[config.mk]
export PLATFORM = sky130hd
export DESIGN_NAME = somr_ctrl
export DESIGN_NICKNAME = d
export VERILOG_FILES = /design/src/hdl/somr_pkg.sv /design/src/hdl/somr_ctrl.sv
export SDC_FILE = /design/constraint.sdc
export NUM_CORES = 1
export LEC_CHECK = 0
export BUFFER_PORTS_ARGS = -buffer_cell sky130_fd_sc_hd__clkbuf_2
export CAP_MARGIN = 20
export CORE_AREA = 2 2 39 41
export DETAILED_ROUTE_END_ITERATION = 6
export DIE_AREA = 0 0 41 43
export GPL_TIMING_DRIVEN = 0
export PLACE_DENSITY_LB_ADDON = 0.2
export REMOVE_ABC_BUFFERS = 1
export SYNTH_ARGS = -nofsm -noshare
export SYNTH_HDL_FRONTEND = slang
export SYNTH_SLANG_ARGS = --single-unit
export TNS_END_PERCENT = 30
[constraint.sdc]
create_clock -name aclk -period 0.8 [get_ports aclk]
set_input_delay 0.16 -clock aclk [delete_from_list [all_inputs] [get_ports aclk]]
set_output_delay 0.16 -clock aclk [all_outputs]
set_load 0.05 [all_outputs]
[src/hdl/somr_pkg.sv]
package somr_pkg;

    localparam int MAX_DIM_DEF = 64;
    localparam int DIM_LIM     = 64;
    localparam int COORD_W     = 6;
    localparam int CNT_W       = 7;
    localparam int VALUE_W     = 32;
    localparam int CMD_W       = 2;
    localparam int IN_DATA_W   = 48;
    localparam int OUT_DATA_W  = 48;

    typedef enum logic [CMD_W-1:0] {
        CMD_WRITE = 2'd0,
        CMD_START = 2'd1,
        CMD_NEXT  = 2'd2
    } cmd_t;

    localparam logic REG_ROW_COUNT = 1'b0;
    localparam logic REG_COL_COUNT = 1'b1;

    typedef struct packed {
        logic wr_en;
        logic start;
        logic step;
        logic load;
    } ctl_t;

endpackage

[src/hdl/somr_ctrl.sv]
module somr_ctrl
    import somr_pkg::*;
(
    input  logic             aclk,
    input  logic             aresetn,
    input  logic             s_tvalid,
    output logic             s_tready,
    input  logic [CMD_W-1:0] cmd,
    output logic             m_tvalid,
    input  logic             m_tready,
    output ctl_t             ctl
);

    typedef enum logic {
        ST_IDLE,
        ST_FETCH
    } state_t;

    state_t state_reg, state_next;
    logic   m_tvalid_reg, m_tvalid_next;
    logic   accept;

    assign s_tready = (state_reg == ST_IDLE) && (!m_tvalid_reg || m_tready);
    assign accept   = s_tvalid && s_tready;
    assign m_tvalid = m_tvalid_reg;

    always_comb begin
        state_next    = state_reg;
        m_tvalid_next = m_tvalid_reg;
        ctl           = '0;
        if (m_tvalid_reg && m_tready) begin
            m_tvalid_next = 1'b0;
        end
        unique case (state_reg)
            ST_IDLE: begin
                if (accept) begin
                    unique case (cmd)
                        CMD_WRITE: ctl.wr_en = 1'b1;
                        CMD_START: ctl.start = 1'b1;
                        CMD_NEXT: begin
                            ctl.step   = 1'b1;
                            state_next = ST_FETCH;
                        end
                        default: ;
                    endcase
                end
            end
            ST_FETCH: begin
                ctl.load      = 1'b1;
                m_tvalid_next = 1'b1;
                state_next    = ST_IDLE;
            end
            default: state_next = ST_IDLE;
        endcase
    end

    always_ff @(posedge aclk) begin
        if (!aresetn) begin
            state_reg    <= ST_IDLE;
            m_tvalid_reg <= 1'b0;
        end else begin
            state_reg    <= state_next;
            m_tvalid_reg <= m_tvalid_next;
        end
    end

    a_load_after_step: assert property (@(posedge aclk) disable iff (!aresetn)
        ctl.load |-> $past(ctl.step))
        else $error("result load without a preceding fetch");

    a_no_overwrite: assert property (@(posedge aclk) disable iff (!aresetn)
        (m_tvalid_reg && !m_tready) |-> !ctl.load)
        else $error("pending result overwritten");

    a_busy_no_accept: assert property (@(posedge aclk) disable iff (!aresetn)
        (state_reg == ST_FETCH) |-> !s_tready)
        else $error("request accepted during fetch");

    a_valid_from_fetch: assert property (@(posedge aclk) disable iff (!aresetn)
        $rose(m_tvalid_reg) |-> $past(state_reg == ST_FETCH))
        else $error("result raised outside fetch");

endmodule

==> impl_metrics.toml <==
[status]
outcome = "complete, but fails checks"
violations = "negative setup slack"

[detailed_routing]
wl_um = 426
drt-vias-per-instance = 3.67
drt-pass1-iter-count = 1
drtIter0Drc = 0
drcViolationCount = 0
vias = 158
drtAntennaViolNets = 0
detail_route.wl_per_cell_um = 9.91

[sta]
min_period_over_period = 1.62
hold_ws_ns = 0.162
maxSlewHeadroom = 0.810
hold_viol = 0
max_slew.worst_pin.slew_ns = 0.285
clock_skew_ns = 0.00440
slew_violations = 0
rsz0062_at_grt = "true"
setup_slack_ns = -0.493
fmax_mhz = 773
period_minus_slack_ns = 1.29
setup_viol = 8

[synthesis]
syn_inst = 13
ys_seq_area_frac = 0.317
ys_ff_latch = 2
syn-cell-area_um2 = 126
ys.warnings.count = 0
syn_avg_cell_area_um2 = 9.72
ys_types = 10

[placed_design]
gp_congestion = 0.519
place_ws_ns = -0.360
io_buffers = 11
dp_cells = 39
place_hpwl_um = 259

[floorplan]
start_util = 0.0913
core_area_mm2 = 0.00138
die_w_um = 41
io_pins = 12
floorplan.rows = 14
die-height_um = 43
dieArea_mm2 = 0.00176

[layout]
final_common_cell = "clkbuf_2"
n_fill_cell = 155
area_growth_pct = 160
nets = 35
fin_cells = 43
layout_common_cells = "5 x clkbuf_2, 4 x clkbuf_4, 3 x clkbuf_8"
drive_above_1_share = 0.852
diodes = 0

[critical_path]
cp-start-kind = "flip-flop"
critical-path-max-stage-delay_ns = 0.31
crit_required_ns = 0.64
worstPathCellList = "nor2b_4 -> nor4b_4 -> clkbuf_8"
cp_slowest_cell = "dfxtp_2"
end_kind = "output pin"
arrival_ns = 1.13
path_class = "reg -> out"
cp_max_fo = 6

[worst_hold_path]
hold_path.class = "in -> reg"

[power]
seq_power_share = 0.237
powerDensity_mw_per_mm2 = 1380
max-vdd-ir-drop_uv = 408
internal_power_uw = 320
p_clk_frac = 0.494
p_sw_uw = 133
sw_frac_of_total = 0.294
p_leak_nw = 0.128
p_comb_frac = 0.269

[clock_tree]
hold_buffers = 0
clock_sinks = 2
insertion_delay_ns = 0.23
htree_num_levels = 1
cts_tree = "yes"
root_buffer = "clkbuf_4"
cts_buffer_depth = 2
cts_buffers = 3
clk_pin_slew_ns = 0.03

[grt]
antenna_found_initial = 0
grt_pass1_wl_um = 703
grt_use_total = 0.0661
grt_pass1_vias = 153
grt-ovfl-total = 0
grt_max_degree = 8

[job]
cap_violations = 0
## synthesized netlist by cell type
library cell | n | area [µm²]
nor4_1 | 2 | 12.5
nand2_1 | 2 | 7.51
o21a_1 | 1 | 7.51
nand2b_1 | 1 | 6.26
nor2b_4 | 1 | 13.8
nor4_2 | 1 | 12.5
dfxtp_1 | 2 | 40.0
nor2_1 | 1 | 3.75
nor4b_2 | 1 | 15.0
buf_4 | 1 | 7.51
## worst paths after layout
| path | slack (ns) | cells after the start | to | from |
|---|---|---|---|---|
| max | -0.49 | 3 | ctl[1] | m_tvalid |
| min | 0.16 | 2 | m_tvalid | aresetn |
| max reg2reg | -0.13 | 3 | state_reg | m_tvalid |
| min reg2reg | 0.53 | 1 | state_reg | state_reg |
## metal layers
| metal | wire, µm | global-route usage |
|---|---|---|
| met2 | 187 | 0.0688 |
| met3 | 60 | 0.0524 |
| met4 | 0 | 0.0600 |
| met5 | 0 | 0 |
| met1 | 179 | 0.0799 |
## per-stage QoR
stage | utilization | setup TNS (ns) | power (mW) | instance area, µm²
2_1_floorplan | - | -5.43 | 0.163 | 119
3_3_place_gp | 0.140 | -1.28 | 0.190 | 194
3_5_place_dp | 0.140 | -1.40 | 0.191 | 194
4_1_cts | 0.215 | -2.37 | 0.457 | 298
5_1_grt | 0.238 | -2.79 | 0.499 | 329
6_report | 0.238 | -2.28 | 0.453 | 329
## power by group through the flow
stage          Clock [mW]  Sequential (mW)  Combinational [mW]
6_report            0.224            0.107               0.122
5_1_grt             0.262            0.108               0.129
4_1_cts             0.244            0.105               0.108
3_5_place_dp            0            0.108              0.0829
3_3_place_gp            0            0.107              0.0821
2_1_floorplan           0            0.116              0.0465
## cells by family after synthesis
kind of cell	share of synthesized area
and+or+nand+nor	0.564
DFF	0.317
AOI/OAI and AO/OA	0.0594
buffers and inverters	0.0594
## repair_timing
item,in CTS,in global routing
pin swaps,4,2
setup endpoints to repair,6,8
buffers inserted,1,0
resized for setup,16,6
## layout make-up
class	instances	area, µm²	share of cell area
multi-input combinational	10	120	0.365
tap	16	20.0	0.0608
sequential	2	45.0	0.137
timing repair buffer	12	121	0.369
clock buffer	3	22.5	0.0684
## worst max-delay path, delay by kind of cell, from the launching register on
| family | cells | cell delay (ns) |
|---|---|---|
| flops | 1 | 0.31 |
| simple gates | 2 | 0.38 |
| buf+inv | 1 | 0.22 |
Note: power is estimated with default switching activity, not from simulation.
